`config.mk`:
```
export PLATFORM = sky130hd
export DESIGN_NAME = meb_queue
export DESIGN_NICKNAME = d
export VERILOG_FILES = /design/src/rtl/meb_pkg.sv /design/src/rtl/meb_queue.sv
export SDC_FILE = /design/constraint.sdc
export NUM_CORES = 1
export LEC_CHECK = 0
export ABC_AREA = 1
export ABC_CLOCK_PERIOD_IN_PS = 5000
export BUFFER_PORTS_ARGS = -buffer_cell sky130_fd_sc_hd__buf_2
export CAP_MARGIN = 20
export CORE_ASPECT_RATIO = 2
export CORE_MARGIN = 1
export CORE_UTILIZATION = 34
export CTS_CLUSTER_DIAMETER = 30
export DETAILED_ROUTE_END_ITERATION = 12
export PLACE_DENSITY_LB_ADDON = 0.12
export RECOVER_POWER = 50
export SYNTH_ARGS = -nofsm -noshare
export SYNTH_HDL_FRONTEND = slang
export SYNTH_SLANG_ARGS = --single-unit
```
`constraint.sdc`:
```
create_clock -name i_clk -period 5 [get_ports i_clk]
set_input_delay 0 -clock i_clk [delete_from_list [all_inputs] [get_ports i_clk]]
set_output_delay 0 -clock i_clk [all_outputs]
set_load 0.05 [all_outputs]
```
`src/rtl/meb_pkg.sv`:
```
// Shared types, widths, codes and helpers for the escape-band pixel block.
// No dependencies; compile first.
`timescale 1ns / 1ps
package meb_pkg;

    localparam int CW     = 36;       // coordinate width, signed
    localparam int FB     = 28;       // fraction bits
    localparam int IW     = 12;       // row/col index width
    localparam int KW     = 16;       // step counter width
    localparam int SCW    = 24;       // scale width, Q8.16
    localparam int EW     = FB + 1;   // eps width
    localparam int PW     = 8;        // pixel width
    localparam int HW     = CW / 2;   // multiplier half operand
    localparam int SQW    = 2 * CW;   // square width
    localparam int WW     = SQW + 2;  // wide signed working width
    localparam int RW     = CW + 3;   // sqrt remainder width
    localparam int CFG_IW = 3;

    typedef logic signed [CW-1:0] t_coord;

    typedef enum logic [CFG_IW-1:0] {
        CFG_LEFT_RE  = 3'd0,
        CFG_TOP_IM   = 3'd1,
        CFG_STEP_RE  = 3'd2,
        CFG_STEP_IM  = 3'd3,
        CFG_EPS      = 3'd4,
        CFG_MAX_ITER = 3'd5,
        CFG_SCALE    = 3'd6
    } t_cfg_idx;

    typedef struct packed {
        t_coord          left_re;
        t_coord          top_im;
        logic [CW-2:0]   step_re;
        logic [CW-2:0]   step_im;
        logic [EW-1:0]   eps;
        logic [KW-1:0]   max_iter;
        logic [SCW-1:0]  scale;
    } t_cfg;

    typedef struct packed {
        t_coord cre;
        t_coord cim;
    } t_cpoint;

    typedef enum logic [2:0] {
        ES_IDLE,
        ES_MUL,
        ES_SUM,
        ES_SQRT,
        ES_UPD,
        ES_GREY,
        ES_DONE
    } t_eng_state;

    // clamp a wide signed value to the coordinate range
    function automatic t_coord sat_coord(input logic signed [WW-1:0] v);
        logic signed [WW-1:0] hi;
        hi = v >>> (CW - 1);
        if (hi == '0 || hi == '1) begin
            return v[CW-1:0];
        end
        return v[WW-1] ? {1'b1, {(CW-1){1'b0}}} : {1'b0, {(CW-1){1'b1}}};
    endfunction

endpackage

```
`src/rtl/meb_queue.sv`:
```
// Short FIFO of points between front end and iteration engine.
// Depends on meb_pkg.
`timescale 1ns / 1ps
module meb_queue #(
    parameter int DEPTH = 2
) (
    input  logic             i_clk,
    input  logic             i_rst_n,
    input  logic             i_push,
    input  meb_pkg::t_cpoint i_data,
    output logic             o_full,
    input  logic             i_pop,
    output logic             o_empty,
    output meb_pkg::t_cpoint o_data
);
    import meb_pkg::*;

    localparam int AW = (DEPTH > 1) ? $clog2(DEPTH) : 1;
    localparam int NW = $clog2(DEPTH + 1);

    t_cpoint         r_mem [DEPTH];
    logic [AW-1:0]   r_wp;
    logic [AW-1:0]   r_rp;
    logic [NW-1:0]   r_cnt;

    assign o_full  = (r_cnt == NW'(DEPTH));
    assign o_empty = (r_cnt == '0);
    assign o_data  = r_mem[r_rp];

    always_ff @(posedge i_clk) begin
        if (!i_rst_n) begin
            r_wp  <= '0;
            r_rp  <= '0;
            r_cnt <= '0;
        end else begin
            if (i_push) begin
                r_wp <= (r_wp == AW'(DEPTH - 1)) ? '0 : r_wp + 1'b1;
            end
            if (i_pop) begin
                r_rp <= (r_rp == AW'(DEPTH - 1)) ? '0 : r_rp + 1'b1;
            end
            r_cnt <= r_cnt + NW'(i_push) - NW'(i_pop);
        end
    end

    always_ff @(posedge i_clk) begin
        if (i_push) begin
            r_mem[r_wp] <= i_data;
        end
    end

endmodule

```
==> reports/results.ini <==
[synth]
synth-simple-area-share = 0.0119
yosysUniqueCellTypes = 12
muxShareOfSynthArea = 0.186
synth_top_family_by_area = multiplexers
ys_seq_area_frac = 0.766
syn_area_um2 = 5770
ys_warn_count = 0
synth_fa_ha_area_frac = 0.00433
syn_nets = 335
syn-instance-count = 257
syn_avg_cell_area_um2 = 22.5
synth_compound_area_frac = 0.000867
synth_seq_cells = 149
synth_xor_area_frac = 0

[cells_and_area]
fin_util = 0.479
drive_gt1_frac = 0.397
final_cell_mix = 144 x edfxtp_1, 95 x buf_2, 76 x dlygate4sd3_1
final_common_cell = edfxtp_1
syn2layout_area_growth_pct = 38.3
n_antenna_cell = 0
nets = 574
stdcell_count = 716

[sta]
tightest_slew_ns = 2.70
max_clock_freq_ghz = 0.288
setup_tns_ns = 0
maxSlewHeadroom = -0.809
finalSetupViolCount = 0
hold_violations = 0
timing.hold.ws_ns = 0.305
post-route-period-util = 0.694
rsz0062_at_grt = false
fin_crit_ns = 3.47
setup_ws_ns = 1.53
fin_worst_skew_ns = 0.00664
finalMaxSlewViolations = 32

[placed_design]
pre_cts_slack_ns = 2.77
dpl.cell_count = 608
numPortBuffers = 149
dp_hpwl_um = 7460
gp_congestion = 0.686

[power]
p_int_mw = 2.51
p_clk_frac = 0.410
pwr-share-comb = 0.147
vdd_drop_max_uv = 257
sw_frac_of_total = 0.248
switchingPower_mw = 0.828
leakage_nw = 3.09
power.density_nw_per_um2 = 418
seqPwrFrac = 0.443

[detailed_routing]
antenna_left = 0
wl_um = 11400
drc = 0
via_per_inst = 4.31
drt-pass1-iter-count = 4
vias = 3084
drtIter0Drc = 112
wl_per_cell_um = 15.9

[floorplan]
rows = 67
fp.dieArea_um2 = 17500
core_area_um2 = 16700
ios = 150
die_h_um = 186
die_w_um = 94.2
start_util = 0.346

[worst_setup_path]
cp.arrival_ns = 3.51
crit_type = flip-flop to flip-flop
cp_top_family = simple AND/OR/NAND/NOR gates
worst_path_max_delay_cell = nor2_1
worstPathCellList = nor2_1 > buf_4
cp_slowest_stage_delay_ns = 1.96
startpoint_type = flip-flop
crit_fanout = 42
critical_path_buf_inv_count = 1
critical_path.endpoint_type = flip-flop
required_ns = 5.04

[global_route]
overflow = 0
grt_max_degree = 51
grt_use_met2 = 0.255
grtUsageMet3 = 0.0342
antenna_found_initial = 0
grtUsageMet1 = 0.136
grt-busiest-layer = met2
grt_pass1_wl_um = 17400
track_usage = 0.138
grt_pass1_vias = 3338

[clocking]
cts_root_buf = clkbuf_16
cts_buffer_depth = 2
cts_resized = 0
clock_sinks = 149
cts.hold.buffers_added = 76
postCtsSetupRepairBufs = 0
cts_made_buffers = 17
clkTransAtPathRegs_ns = 0.06
insertion_delay_ns = 0.41
cts_tree = yes
htreeDepth = 4

[status]
violations = max-capacitance violations, max-slew violations
status = finished, violations left

[flow_run]
cap_violations = 2

[min_path]
hold_class = primary input to flip-flop

[layout make-up]
type,count,area (um^2)
Timing Repair Buffer,228,1460
Clock inverter,13,205
Inverter,7,27.5
Clock buffer,19,433
Tap cell,207,259
Fill cell,1498,8690
Multi-Input combinational cell,93,1170
Sequential cell,149,4430
[flip-flops by register name, indices dropped and copies added (netlist names), named ones only]
register / cells
r_mem: 144
r_cnt: 2
r_rp: 1
r_wp: 1
[kinds of logic after synthesis]
family	Yosys count
compound gates	1
fa+ha+maj	2
buf+inv	15
flops	149
mux	72
simple gates	18
[worst register-to-register path: cells and delay by family, from the launching register on]
family	cells	cell delay [ns]
AND/OR/NAND/NOR	1	1.96
flip-flops	1	0.32
buffers and inverters	1	0.76
[stage by stage]
| step | instance area (um^2) | power [mW] |
|---|---|---|
| floorplan | 5770 | 1.86 |
| global placement | 6660 | 1.96 |
| detailed placement | 6660 | 1.96 |
| CTS | 8060 | 3.39 |
| global route | 7990 | 3.46 |
| finish | 7990 | 3.34 |
[power groups by stage]
stage	registers (mW)	logic [mW]	clock network, mW
after floorplan	1.49	0.374	0
after global placement	1.50	0.451	0
final	1.48	0.491	1.37
after global routing	1.49	0.517	1.45
after CTS	1.48	0.506	1.41
after detailed placement	1.51	0.456	0
[Yosys cell counts]
cell type	count	area (um^2)
buf_12	7	140
nand3_1	1	5.00
ha_1	2	25.0
a21oi_1	1	5.00
mux2_4	70	1050
nand2_1	8	30.0
edfxtp_1	144	4320
dfxtp_1	5	100
inv_1	7	26.3
buf_6	1	11.3
nor2_1	9	33.8
mux2_2	2	22.5
[worst paths after layout]
check / startpoint / endpoint / slack [ns] / cells after the start
hold reg to reg: r_rp$_SDFFE_PN0P_ / flip-flop / 0.49 / 2
hold / removal: i_data[6] / r_mem[1][6]$_DFFE_PP_ / 0.31 / 2
setup / recovery: r_wp$_SDFFE_PN0P_ / r_mem[0][22]$_DFFE_PP_ / 1.53 / 2
setup reg to reg: r_wp$_SDFFE_PN0P_ / r_mem[0][22]$_DFFE_PP_ / 1.53 / 2
[metal layers]
layer	up-vias	share of wire
li1	1472	-
met1	1509	0.37
met2	87	0.57
met3	16	0.039
met4	0	0.023
met5	-	0
No activity file was read; power rests on OpenSTA's default activity.
