**config.mk**
```make
export PLATFORM = sky130hd
export DESIGN_NAME = meb_front
export DESIGN_NICKNAME = d
export VERILOG_FILES = /design/src/rtl/meb_pkg.sv /design/src/rtl/meb_front.sv
export SDC_FILE = /design/constraint.sdc
export NUM_CORES = 2
export LEC_CHECK = 0
export ABC_AREA = 0
export BUFFER_PORTS_ARGS = -buffer_cell sky130_fd_sc_hd__buf_4
export CAP_MARGIN = 30
export CORE_MARGIN = 3
export CORE_UTILIZATION = 60
export DETAILED_ROUTE_END_ITERATION = 10
export GPL_TIMING_DRIVEN = 0
export PLACE_DENSITY = 0.89
export SLEW_MARGIN = 20
export SYNTH_ARGS = -nofsm -noshare
export SYNTH_HDL_FRONTEND = slang
export SYNTH_SLANG_ARGS = --single-unit
```
**constraint.sdc**
```tcl
create_clock -name i_clk -period 10.3 [get_ports i_clk]
set_input_delay 1.545 -clock i_clk [delete_from_list [all_inputs] [get_ports i_clk]]
set_output_delay 1.545 -clock i_clk [all_outputs]
set_load 0.01 [all_outputs]
```
**src/rtl/meb_pkg.sv**
```systemverilog
// Shared types, widths, codes and helpers for the escape-band pixel block.
// No dependencies; compile first.
`timescale 1ns / 1ps
package meb_pkg;

    localparam int CW     = 36;       // coordinate width, signed
    localparam int FB     = 28;       // fraction bits
    localparam int IW     = 12;       // row/col index width
    localparam int KW     = 16;       // step counter width
    localparam int SCW    = 24;       // scale width, Q8.16
    localparam int EW     = FB + 1;   // eps width
    localparam int PW     = 8;        // pixel width
    localparam int HW     = CW / 2;   // multiplier half operand
    localparam int SQW    = 2 * CW;   // square width
    localparam int WW     = SQW + 2;  // wide signed working width
    localparam int RW     = CW + 3;   // sqrt remainder width
    localparam int CFG_IW = 3;

    typedef logic signed [CW-1:0] t_coord;

    typedef enum logic [CFG_IW-1:0] {
        CFG_LEFT_RE  = 3'd0,
        CFG_TOP_IM   = 3'd1,
        CFG_STEP_RE  = 3'd2,
        CFG_STEP_IM  = 3'd3,
        CFG_EPS      = 3'd4,
        CFG_MAX_ITER = 3'd5,
        CFG_SCALE    = 3'd6
    } t_cfg_idx;

    typedef struct packed {
        t_coord          left_re;
        t_coord          top_im;
        logic [CW-2:0]   step_re;
        logic [CW-2:0]   step_im;
        logic [EW-1:0]   eps;
        logic [KW-1:0]   max_iter;
        logic [SCW-1:0]  scale;
    } t_cfg;

    typedef struct packed {
        t_coord cre;
        t_coord cim;
    } t_cpoint;

    typedef enum logic [2:0] {
        ES_IDLE,
        ES_MUL,
        ES_SUM,
        ES_SQRT,
        ES_UPD,
        ES_GREY,
        ES_DONE
    } t_eng_state;

    // clamp a wide signed value to the coordinate range
    function automatic t_coord sat_coord(input logic signed [WW-1:0] v);
        logic signed [WW-1:0] hi;
        hi = v >>> (CW - 1);
        if (hi == '0 || hi == '1) begin
            return v[CW-1:0];
        end
        return v[WW-1] ? {1'b1, {(CW-1){1'b0}}} : {1'b0, {(CW-1){1'b1}}};
    endfunction

endpackage

```
**src/rtl/meb_front.sv**
```systemverilog
// Front end: takes a request and maps row/col to the point c.
// Depends on meb_pkg.
`timescale 1ns / 1ps
module meb_front (
    input  logic                  i_clk,
    input  logic                  i_rst_n,
    input  meb_pkg::t_cfg         i_cfg,
    input  logic                  i_valid,
    output logic                  o_ready,
    input  logic [meb_pkg::IW-1:0] i_row,
    input  logic [meb_pkg::IW-1:0] i_col,
    input  logic                  i_q_full,
    output logic                  o_q_push,
    output meb_pkg::t_cpoint      o_q_data
);
    import meb_pkg::*;

    logic                  r_s1v;
    logic [IW+CW-2:0]      r_prod_re;
    logic [IW+CW-2:0]      r_prod_im;
    logic signed [WW-1:0]  sum_re;
    logic signed [WW-1:0]  sum_im;

    assign o_ready  = !r_s1v;
    assign o_q_push = r_s1v && !i_q_full;

    always_comb begin
        sum_re = WW'(i_cfg.left_re) + $signed(WW'(r_prod_re));
        sum_im = WW'(i_cfg.top_im) - $signed(WW'(r_prod_im));
        o_q_data.cre = sat_coord(sum_re);
        o_q_data.cim = sat_coord(sum_im);
    end

    always_ff @(posedge i_clk) begin
        if (!i_rst_n) begin
            r_s1v <= 1'b0;
        end else if (i_valid && o_ready) begin
            r_s1v <= 1'b1;
        end else if (o_q_push) begin
            r_s1v <= 1'b0;
        end
    end

    always_ff @(posedge i_clk) begin
        if (i_valid && o_ready) begin
            r_prod_re <= i_col * i_cfg.step_re;
            r_prod_im <= i_row * i_cfg.step_im;
        end
    end

endmodule

```
==> results.py <==
metrics = {
    "cells_and_area": {
        "finalNetCount": 5553,
        "regArea_mm2": 0.002843,
        "final_area_mm2": 0.03809,
        "final.fill_count": 4362,
        "syn2layout_area_growth_pct": 8.588,
        "multi_input_area_mm2": 0.02834,
        "drive_gt1_share_pct": 7.903,
    },
    "global_route": {
        "grtUsageTotal_pct": 33.18,
        "grt_util_met1_pct": 44.48,
        "grt_max_degree": 33,
        "grt_pass1_vias": 30290,
        "busiest_layer": "met2",
        "grt_first_pass_wirelength_mm": 159.7,
        "grt_use_met3_pct": 12.34,
        "antenna_found_initial": 4,
        "grt-ovfl-total": 0,
        "met2_usage_pct": 50.05,
    },
    "critical_path": {
        "crit_arrival_ns": 8.65,
        "regToRegSetupSlack_ns": 8.49,
        "r2r-end": "r_prod_re[32]$_DFFE_PP_",
        "end_kind": "flop",
        "rr_startpoint": "r_s1v$_SDFFE_PN0P_",
        "path_class": "in -> reg",
        "crit_fanout": 10,
        "cp-start-kind": "input port",
        "r2r_cells": 4,
        "required_ns": 10.42,
    },
    "clock_tree": {
        "h-tree-depth": 3,
        "worstSkewPairLatency_ns": 0.37,
        "postCtsSetupRepairBufs": 0,
        "cts_resized": 0,
        "cts_buffers": 9,
        "clock_path_buffers": 2,
        "cts_tree": "built",
        "path_clk_slew_ns": 0.07,
        "ctsRootBufferMaster": "clkbuf_16",
        "postCtsHoldBufs": 0,
        "cts.sink_count": 95,
    },
    "min_path": {
        "hold-path-endpoint": "r_s1v$_SDFFE_PN0P_",
        "worstHoldStart": "r_s1v$_SDFFE_PN0P_",
        "hold_class": "reg -> reg",
        "hold_depth": 2,
    },
    "synth": {
        "synth.area.mux_share_pct": 0.1141,
        "synth-edff-count": 94,
        "syn_inst": 4147,
        "yosys_warnings": 0,
        "synth-xor-area-share_pct": 4.141,
        "yosys.area_share.simple_pct": 17.30,
        "syn_area_mm2": 0.03508,
        "yosys-top-cells-count": "inv_1, nand2_1, fa_1",
        "syn_avg_cell_area_um2": 8.459,
        "netlist.area_leader.share_pct": 37.78,
        "synth_top_family_by_area": "adder cells",
        "yosys_most_used_dff": "edfxtp_1",
        "synth_area_leaders": "fa_1, ha_1, inv_1",
        "synth_compound_area_share_pct": 11.94,
        "synth-seq-cells": 95,
        "ys_seq_area_share_pct": 8.103,
        "yosysMostFrequentCell": "inv_1",
        "synth_area_leader_cell": "fa_1",
        "synth-adder-area-share_pct": 47.26,
        "synthDistinctLibCells": 85,
        "syn_nets": 5314,
        "synthArstFlopShare_pct": 0,
    },
    "sta": {
        "rsz0062_at_grt": "false",
        "min_period_ns": 8.532,
        "clock_skew_ns": 0.007527,
        "period_share_pct": 82.84,
        "drv_slew": 0,
        "worst_pin_slew_ns": 0.8784,
        "hold_viol": 0,
        "max_freq_mhz": 117.2,
        "finalWorstSetupSlack_ns": 1.768,
        "relSlewSlack_pct": 41.44,
        "finalSetupTns_ns": 0,
        "setup_viol": 0,
    },
    "drt": {
        "num_vias": 30500,
        "firstDrtPassIters": 7,
        "antenna_left": 0,
        "dr.first_iter.drc_count": 3030,
        "wirelength_mm": 101.2,
        "drc_errors": 0,
        "viasPerCell": 5.913,
        "routedWlPerCell_um": 19.62,
    },
    "floorplan": {
        "die_height_um": 247.8,
        "coreArea_mm2": 0.05781,
        "die_w_um": 247.8,
        "io_pins": 313,
        "dieArea_mm2": 0.06140,
        "rows": 88,
        "initial_core_util_pct": 60.69,
    },
    "outcome": {
        "status": "finished clean",
    },
    "placed_design": {
        "port_buffers": 225,
        "placed_area_mm2": 0.03780,
        "hpwlAfterDp_mm": 85.12,
        "gp_congestion": 1.022,
        "place_ws_ns": 1.584,
    },
    "power_and_ir_drop": {
        "p_leak_nw": 18.92,
        "max-vdd-ir-drop_v": 0.0003081,
        "power.density_mw_per_mm2": 378.1,
    },
    "job": {
        "max-cap-violations": 0,
    },
}
[registers in the layout (all words and copies together) (netlist names)]
| name | flops |
|---|---|
| r_prod_im | 47 |
| r_s1v | 1 |
| r_prod_re | 47 |
[layer usage]
layer	vias up	share of wire (%)
met3	364	15
met4	4	4.1
met1	14590	38
li1	13390	-
met5	-	0.033
met2	2150	43
[how the worst max path moves through the flow]
stage / from / end / cells after the start
finish: i_row[3] / r_prod_im[46]$_DFFE_PP_ / 23
global route: i_row[3] / r_prod_im[46]$_DFFE_PP_ / 23
CTS: i_row[3] / r_prod_im[46]$_DFFE_PP_ / 23
detailed placement: i_row[3] / r_prod_im[46]$_DFFE_PP_ / 23
global placement: i_row[3] / r_prod_im[46]$_DFFE_PP_ / 23
floorplan: i_row[3] / r_prod_im[46]$_DFFE_PP_ / 23
[layout by cell type (no fill, tap or decap), drive strengths merged, types with 16 or more instances in the layout]
cell type  instances
a211oi            22
a21o              80
a21oi            232
a31oi             16
and2             251
and3              30
buf              257
clkbuf           197
edfxtp            94
fa               662
ha               266
inv              799
nand2            734
nand3             38
nand4             36
nor2             114
nor2b             28
nor3              22
o211ai            20
o21a              25
o21ai            121
o21bai            33
xnor2            105
xor2              60
[power breakdown]
| group | leakage (nW) | switching (mW) | internal (mW) |
|---|---|---|---|
| Sequential | 0.913 | 0.0639 | 1.13 |
| Clock | 0.140 | 0.161 | 0.169 |
| Combinational | 17.9 | 7.63 | 5.25 |
[stage by stage]
stage / hold WS [ns] / util, % / total power [mW] / std cells
final: 0.5949 / 65.90 / 14.40 / 5158
after global routing: 0.6380 / 65.90 / 15.74 / 5158
after detailed placement: 0.5882 / 65.40 / 13.63 / 5140
after global placement: 0.5151 / 65.27 / 13.23 / 5137
after CTS: 0.5966 / 65.89 / 14.05 / 5156
after floorplan: 0.5013 / - / 10.40 / 4147
[area by class of cell]
type | count | area share (%)
antenna | 2 | 0.01314
clock buffer | 9 | 0.5912
tap | 765 | 2.513
inverter | 795 | 7.834
sequential | 95 | 7.462
buffer | 217 | 2.421
timing repair buffer | 228 | 4.611
clock inverter | 7 | 0.1609
multi-input combinational | 3040 | 74.39
[logic make-up after synthesis]
| family | Yosys count |
|---|---|
| AO/OA/AOI/OAI | 632 |
| XOR/XNOR | 165 |
| adder cells (fa/ha/maj) | 928 |
| buffers and inverters | 1012 |
| flip-flops | 95 |
| multiplexers | 4 |
| AND/OR/NAND/NOR | 1311 |
[worst max-delay path: stages]
cell	delay [ns]
clkbuf_1	0.53
clkbuf_1	0.63
nand2_1	0.18
fa_1	0.50
fa_1	0.54
inv_1	0.05
fa_1	0.50
fa_1	0.51
inv_1	0.05
fa_1	0.55
inv_1	0.07
ha_1	0.38
and3_1	0.24
a221o_1	0.33
a221o_1	0.38
o211ai_2	0.20
a21oi_2	0.12
a311oi_2	0.41
o21a_2	0.24
a31oi_4	0.10
a221o_1	0.38
a21oi_2	0.15
xnor2_1	0.07
(Power assumes the default switching activity.)
