$ cat config.mk
export PLATFORM = sky130hd
export DESIGN_NAME = meb_engine
export DESIGN_NICKNAME = d
export VERILOG_FILES = /design/src/rtl/meb_pkg.sv /design/src/rtl/meb_engine.sv
export SDC_FILE = /design/constraint.sdc
export NUM_CORES = 2
export LEC_CHECK = 0
export BUFFER_PORTS_ARGS = -buffer_cell sky130_fd_sc_hd__buf_4
export CORE_MARGIN = 2
export CORE_UTILIZATION = 45
export CTS_CLUSTER_DIAMETER = 80
export DETAILED_ROUTE_END_ITERATION = 10
export GPL_TIMING_DRIVEN = 0
export SLEW_MARGIN = 15
export SYNTH_ARGS = -nofsm -noshare
export SYNTH_HDL_FRONTEND = slang
export SYNTH_SLANG_ARGS = --single-unit
$ cat constraint.sdc
create_clock -name i_clk -period 9.6 [get_ports i_clk]
set_input_delay 1.92 -clock i_clk [delete_from_list [all_inputs] [get_ports i_clk]]
set_output_delay 1.92 -clock i_clk [all_outputs]
set_load 0.1 [all_outputs]
$ cat src/rtl/meb_pkg.sv
// Shared types, widths, codes and helpers for the escape-band pixel block.
// No dependencies; compile first.
`timescale 1ns / 1ps
package meb_pkg;

    localparam int CW     = 36;       // coordinate width, signed
    localparam int FB     = 28;       // fraction bits
    localparam int IW     = 12;       // row/col index width
    localparam int KW     = 16;       // step counter width
    localparam int SCW    = 24;       // scale width, Q8.16
    localparam int EW     = FB + 1;   // eps width
    localparam int PW     = 8;        // pixel width
    localparam int HW     = CW / 2;   // multiplier half operand
    localparam int SQW    = 2 * CW;   // square width
    localparam int WW     = SQW + 2;  // wide signed working width
    localparam int RW     = CW + 3;   // sqrt remainder width
    localparam int CFG_IW = 3;

    typedef logic signed [CW-1:0] t_coord;

    typedef enum logic [CFG_IW-1:0] {
        CFG_LEFT_RE  = 3'd0,
        CFG_TOP_IM   = 3'd1,
        CFG_STEP_RE  = 3'd2,
        CFG_STEP_IM  = 3'd3,
        CFG_EPS      = 3'd4,
        CFG_MAX_ITER = 3'd5,
        CFG_SCALE    = 3'd6
    } t_cfg_idx;

    typedef struct packed {
        t_coord          left_re;
        t_coord          top_im;
        logic [CW-2:0]   step_re;
        logic [CW-2:0]   step_im;
        logic [EW-1:0]   eps;
        logic [KW-1:0]   max_iter;
        logic [SCW-1:0]  scale;
    } t_cfg;

    typedef struct packed {
        t_coord cre;
        t_coord cim;
    } t_cpoint;

    typedef enum logic [2:0] {
        ES_IDLE,
        ES_MUL,
        ES_SUM,
        ES_SQRT,
        ES_UPD,
        ES_GREY,
        ES_DONE
    } t_eng_state;

    // clamp a wide signed value to the coordinate range
    function automatic t_coord sat_coord(input logic signed [WW-1:0] v);
        logic signed [WW-1:0] hi;
        hi = v >>> (CW - 1);
        if (hi == '0 || hi == '1) begin
            return v[CW-1:0];
        end
        return v[WW-1] ? {1'b1, {(CW-1){1'b0}}} : {1'b0, {(CW-1){1'b1}}};
    endfunction

endpackage

$ cat src/rtl/meb_engine.sv
// Iteration engine: shared 36x18 multiplier, bit-serial square root,
// escape test and grey scaling, with a one-entry output register.
// Depends on meb_pkg.
`timescale 1ns / 1ps
module meb_engine (
    input  logic             i_clk,
    input  logic             i_rst_n,
    input  meb_pkg::t_cfg    i_cfg,
    input  logic             i_q_empty,
    input  meb_pkg::t_cpoint i_q_data,
    output logic             o_q_pop,
    output logic             o_valid,
    input  logic             i_ready,
    output logic [meb_pkg::PW-1:0] o_pixel
);
    import meb_pkg::*;

    t_eng_state r_state, n_state;

    t_coord            r_cre, r_cim, r_x, r_y;
    logic [KW-1:0]     r_k;
    logic [2:0]        r_step;
    logic              r_pp_v;
    logic [2:0]        r_pp_tag;
    logic [CW+HW-1:0]  r_pp;
    logic [SQW-1:0]    r_xx, r_yy, r_xy;
    logic [SQW-1:0]    r_rad;
    logic [RW-1:0]     r_rem;
    logic [CW-1:0]     r_root;
    logic [5:0]        r_cnt;
    logic [KW+SCW-1:0] r_gprod;
    logic [PW-1:0]     r_pix;
    logic              r_out_v;
    logic [PW-1:0]     r_out_pix;

    logic [CW-1:0]     ax, ay, mul_a, mul_b;
    logic [HW-1:0]     mul_h;
    logic [SQW-1:0]    acc_cur, acc_new;
    logic [RW-1:0]     rem_sh, trial;
    logic signed [WW-1:0] dxy, sxy, wx, wy;
    logic [KW-1:0]     k1;
    logic              hit, out_free;
    logic [SCW-1:0]    grey;

    // control outputs of the sequencer
    logic start, out_load;

    assign ax = r_x[CW-1] ? (~r_x + 1'b1) : r_x;
    assign ay = r_y[CW-1] ? (~r_y + 1'b1) : r_y;

    // products in order: x*x, y*y, x*y, low half of b first
    always_comb begin
        mul_a = (r_step[2:1] == 2'd1) ? ay : ax;
        mul_b = (r_step[2:1] == 2'd0) ? ax : ay;
        mul_h = r_step[0] ? mul_b[CW-1:HW] : mul_b[HW-1:0];
    end

    always_comb begin
        case (r_pp_tag[2:1])
            2'd0:    acc_cur = r_xx;
            2'd1:    acc_cur = r_yy;
            default: acc_cur = r_xy;
        endcase
        acc_new = r_pp_tag[0] ? acc_cur + (SQW'(r_pp) << HW) : SQW'(r_pp);
    end

    always_comb begin
        rem_sh = {r_rem[RW-3:0], r_rad[SQW-1:SQW-2]};
        trial  = RW'({r_root, 2'b01});
    end

    always_comb begin
        dxy = ($signed({2'b00, r_xx}) - $signed({2'b00, r_yy})) >>> FB;
        sxy = (r_x[CW-1] ^ r_y[CW-1]) ? -$signed({2'b00, r_xy}) : $signed({2'b00, r_xy});
        wx  = dxy + WW'(r_cre);
        wy  = (sxy >>> (FB - 1)) + WW'(r_cim);
        k1  = r_k + 1'b1;
        hit = r_root[CW-1] ||
              ((r_root[CW-2:FB+1] != '0) && (EW'(r_root[FB-1:0]) < i_cfg.eps));
        grey = r_gprod[KW+SCW-1:16];
    end

    assign out_free = !r_out_v || i_ready;

    // next state
    always_comb begin
        n_state = r_state;
        case (r_state)
            ES_IDLE: if (!i_q_empty) begin
                n_state = (i_cfg.max_iter == '0) ? ES_DONE : ES_MUL;
            end
            ES_MUL:  if (r_step == 3'd6) begin
                n_state = ES_SUM;
            end
            ES_SUM:  n_state = ES_SQRT;
            ES_SQRT: if (r_cnt == 6'(CW - 1)) begin
                n_state = ES_UPD;
            end
            ES_UPD: begin
                if (hit) begin
                    n_state = ES_GREY;
                end else if (k1 == i_cfg.max_iter) begin
                    n_state = ES_DONE;
                end else begin
                    n_state = ES_MUL;
                end
            end
            ES_GREY: n_state = ES_DONE;
            ES_DONE: if (out_free) begin
                n_state = ES_IDLE;
            end
            default: n_state = ES_IDLE;
        endcase
    end

    // sequencer outputs
    always_comb begin
        start    = 1'b0;
        out_load = 1'b0;
        case (r_state)
            ES_IDLE: start = !i_q_empty;
            ES_DONE: out_load = out_free;
            default: ;
        endcase
    end

    assign o_q_pop = start;
    assign o_valid = r_out_v;
    assign o_pixel = r_out_pix;

    always_ff @(posedge i_clk) begin
        if (!i_rst_n) begin
            r_state <= ES_IDLE;
            r_out_v <= 1'b0;
            r_pp_v  <= 1'b0;
        end else begin
            r_state <= n_state;
            r_pp_v  <= (r_state == ES_MUL) && (r_step < 3'd6);
            if (out_load) begin
                r_out_v <= 1'b1;
            end else if (i_ready) begin
                r_out_v <= 1'b0;
            end
        end
    end

    always_ff @(posedge i_clk) begin
        if (out_load) begin
            r_out_pix <= r_pix;
        end
        if (r_pp_v) begin
            case (r_pp_tag[2:1])
                2'd0:    r_xx <= acc_new;
                2'd1:    r_yy <= acc_new;
                default: r_xy <= acc_new;
            endcase
        end
        case (r_state)
            ES_IDLE: if (start) begin
                r_cre  <= i_q_data.cre;
                r_cim  <= i_q_data.cim;
                r_x    <= i_q_data.cre;
                r_y    <= i_q_data.cim;
                r_k    <= '0;
                r_step <= '0;
                r_pix  <= '0;
            end
            ES_MUL: begin
                r_pp     <= mul_a * mul_h;
                r_pp_tag <= r_step;
                if (r_step != 3'd6) begin
                    r_step <= r_step + 1'b1;
                end
            end
            ES_SUM: begin
                r_rad  <= r_xx + r_yy;
                r_rem  <= '0;
                r_root <= '0;
                r_cnt  <= '0;
            end
            ES_SQRT: begin
                r_rad <= r_rad << 2;
                r_cnt <= r_cnt + 1'b1;
                if (rem_sh >= trial) begin
                    r_rem  <= rem_sh - trial;
                    r_root <= {r_root[CW-2:0], 1'b1};
                end else begin
                    r_rem  <= rem_sh;
                    r_root <= {r_root[CW-2:0], 1'b0};
                end
            end
            ES_UPD: begin
                r_x     <= sat_coord(wx);
                r_y     <= sat_coord(wy);
                r_k     <= k1;
                r_step  <= '0;
                r_gprod <= k1 * i_cfg.scale;
            end
            ES_GREY: begin
                r_pix <= (grey[SCW-1:PW] != '0) ? '1 : grey[PW-1:0];
            end
            default: ;
        endcase
    end

endmodule

==> flow_summary.ini <==
[status]
status = finished, violations left
violations = setup timing

[drt]
via_per_inst = 5.69
dr.pass1.iters = 6
drtIter0Drc = 5146
drc = 0
vias = 64100
drtAntennaViolNets = 0
wl_um = 270000
wire_per_inst_um = 24.0

[synth]
async_flop_share_pct = 0
syn_area_sq_um = 77700
yosysWarningCount = 0
ys_ff_latch = 632
synth_cell_types = 93
synth_top_cell_area_share_pct = 24.2
synthTopCellsByArea = edfxtp_1 (24%), fa_1 (22%), ha_1 (9.6%)
yosysSeqAreaShare_pct = 24.4
synthCells = 8511
synth_nets = 10200
synth_area_leader_cell = edfxtp_1
synth-edff-count = 627
avgSynthCellArea_sq_um = 9.13
synth-main-ff-cell = edfxtp_1
netlist_top_cells_count = inv_1 (1216), nand2_1 (1112), fa_1 (853), edfxtp_1 (627), ha_1 (596)
synth.most_common_cell = inv_1

[placement]
gp_congestion = 0.995
io_buffers = 154
numPlacedInstances = 11000
dp_hpwl_um = 218000

[setup_path]
slowest_stage = or4_4
end_kind = flip-flop
crit_required_ns = 10.06
critPathTopFamily = adder cells
crit_type = flip-flop to flip-flop
cp.depth = 36
crit_path_max_incr_delay_ns = 0.57
r2r_cells = 36
path_buf_inv = 9
worst_setup_path_start_kind = flip-flop
crit_top_cell = fa_1
rrSetupSlack_ns = -0.16
crit_path_max_fanout = 6
worstPathArrival_ns = 10.21

[grt]
grt_start_max_net_pins = 59
first_global_vias = 65100
grt_first_pass_wirelength_um = 403000
gr-total-overflow = 0
grt.total_usage_pct = 30.6
antenna_found_initial = 16

[clock_tree]
clk_pin_slew_worst_paths_ns = 0.07
cts_buffers = 80
clock_sinks = 632
root_buffer = clkbuf_16
hold_buffers = 0
cts_tree = yes
clock_latency_ns = 0.71
ctsLongestPathBuffers = 3
cts_max_level = 3

[layout]
stdcell_count = 11300
nNetsFinal = 10600
syn_to_final_growth_pct = 13.1
utilization_pct = 51.3
drive_gt1_share_pct = 9.76
nFillCells = 16000

[sta]
hold_viol = 0
min_period_ns = 9.76
grt_setup_unrepaired = yes
layout_setup_ws_ns = -0.157
relSlewSlack_pct = 8.21
slew_violations = 0
setup_tns_ns = -0.907
finClkSkew_ns = 0.0430
timing.fmax_mhz = 102
worstMarginPinSlew_ns = 1.37
setup_viol_count_final = 10
period_share_pct = 102

[floorplanning]
rows = 152
initial_core_util_pct = 45.3
dieArea_sq_um = 176000
fp.coreArea_sq_um = 172000
die_y_um = 420
die_w_um = 420
io_pins = 297

[hold_path]
whs_path_depth = 0
hold_class = flip-flop to flip-flop

[flow_run]
cap_violations = 0
[registers in the layout, indices dropped and copies added, names as in the netlist, 37 cells and up]
| signal | cells |
|---|---|
| r_xx | 72 |
| r_yy | 72 |
| r_rad | 72 |
| r_xy | 72 |
| r_rem | 37 |
| r_pp | 54 |
[path summary, 6_finish.rpt]
path | endpoint | startpoint
max reg2reg | r_pp[48] | r_y[6]
min | o_pixel[0] | r_pix[0]
min reg2reg | o_pixel[0] | r_pix[0]
max | r_pp[48] | r_y[6]
[worst reg2reg max path, delay by kind of cell, from the launching register on]
family,cells,cell delay [ns]
buffers and inverters,9,1.17
AND/OR/NAND/NOR,9,2.60
XOR/XNOR,2,0.50
AO/OA/AOI/OAI,9,1.74
adder cells (fa/ha/maj),7,3.07
flip-flops,1,0.43
[through the flow]
step / instance area (sq um) / worst slack [ns] / hold slack (ns)
2_1_floorplan: 77700 / 0.347 / 0.400
3_3_place_gp: 81800 / -2.71 / 0.415
3_5_place_dp: 82300 / -2.63 / 0.410
4_1_cts: 87200 / -0.126 / 0.423
5_1_grt: 87900 / -0.304 / 0.432
6_report: 87900 / -0.157 / 0.420
[placed cells by master (no fill, tap or decap), drive strengths merged, types with 91 or more instances in the layout]
cell type | netlist | final
fa | 853 | 853
nand2b | 103 | 103
nand3 | 91 | 91
mux2i | 108 | 108
o21ai | 402 | 402
clkbuf | 349 | 427
nand2 | 1113 | 1113
buf | 27 | 325
ha | 596 | 596
inv | 1217 | 1231
edfxtp | 627 | 627
nor2b | 177 | 177
xor2 | 160 | 160
and2 | 176 | 176
a21oi | 424 | 424
nor2 | 541 | 541
xnor2 | 324 | 324
a21o | 177 | 177
[metal layers]
metal | global-route usage [%] | routed length, um
met5 | 0 | 23
met4 | 15.0 | 14800
met3 | 4.17 | 17700
met2 | 49.8 | 126000
met1 | 40.2 | 112000
[repair_timing]
action	in CTS	in global routing
gates cloned	0	2
gates resized for setup	354	127
pin swaps	190	77
buffers inserted	86	25
setup endpoints to repair	39	57
[kinds of logic (layout without fill, tap and decap cells)]
logic type / after synthesis / after routing / synth area share (%)
AND/OR/NAND/NOR: 2582 / 2582 / 15.5
flip-flops: 632 / 632 / 24.4
XOR/XNOR: 484 / 484 / 5.45
multiplexers: 159 / 159 / 2.16
other: 0 / 8 / 0
buffers and inverters: 1597 / 2029 / 7.76
adder cells (fa/ha/maj): 1449 / 1449 / 31.6
AO/OA/AOI/OAI: 1608 / 1608 / 13.2
[layout make-up]
class	instances	area, sq um	area share (%)
inverter	1221	4590	5.22
clock buffer	92	2050	2.33
timing repair buffer	291	2590	2.95
tap	2310	2890	3.29
buffer	369	1780	2.03
clock inverter	56	607	0.690
sequential	632	18900	21.5
antenna	8	20.0	0.0228
multi-input combinational	6282	54500	61.9
Power is not shown: default switching activity piles up to over one toggle a cycle in this logic, so the estimate is an artifact.
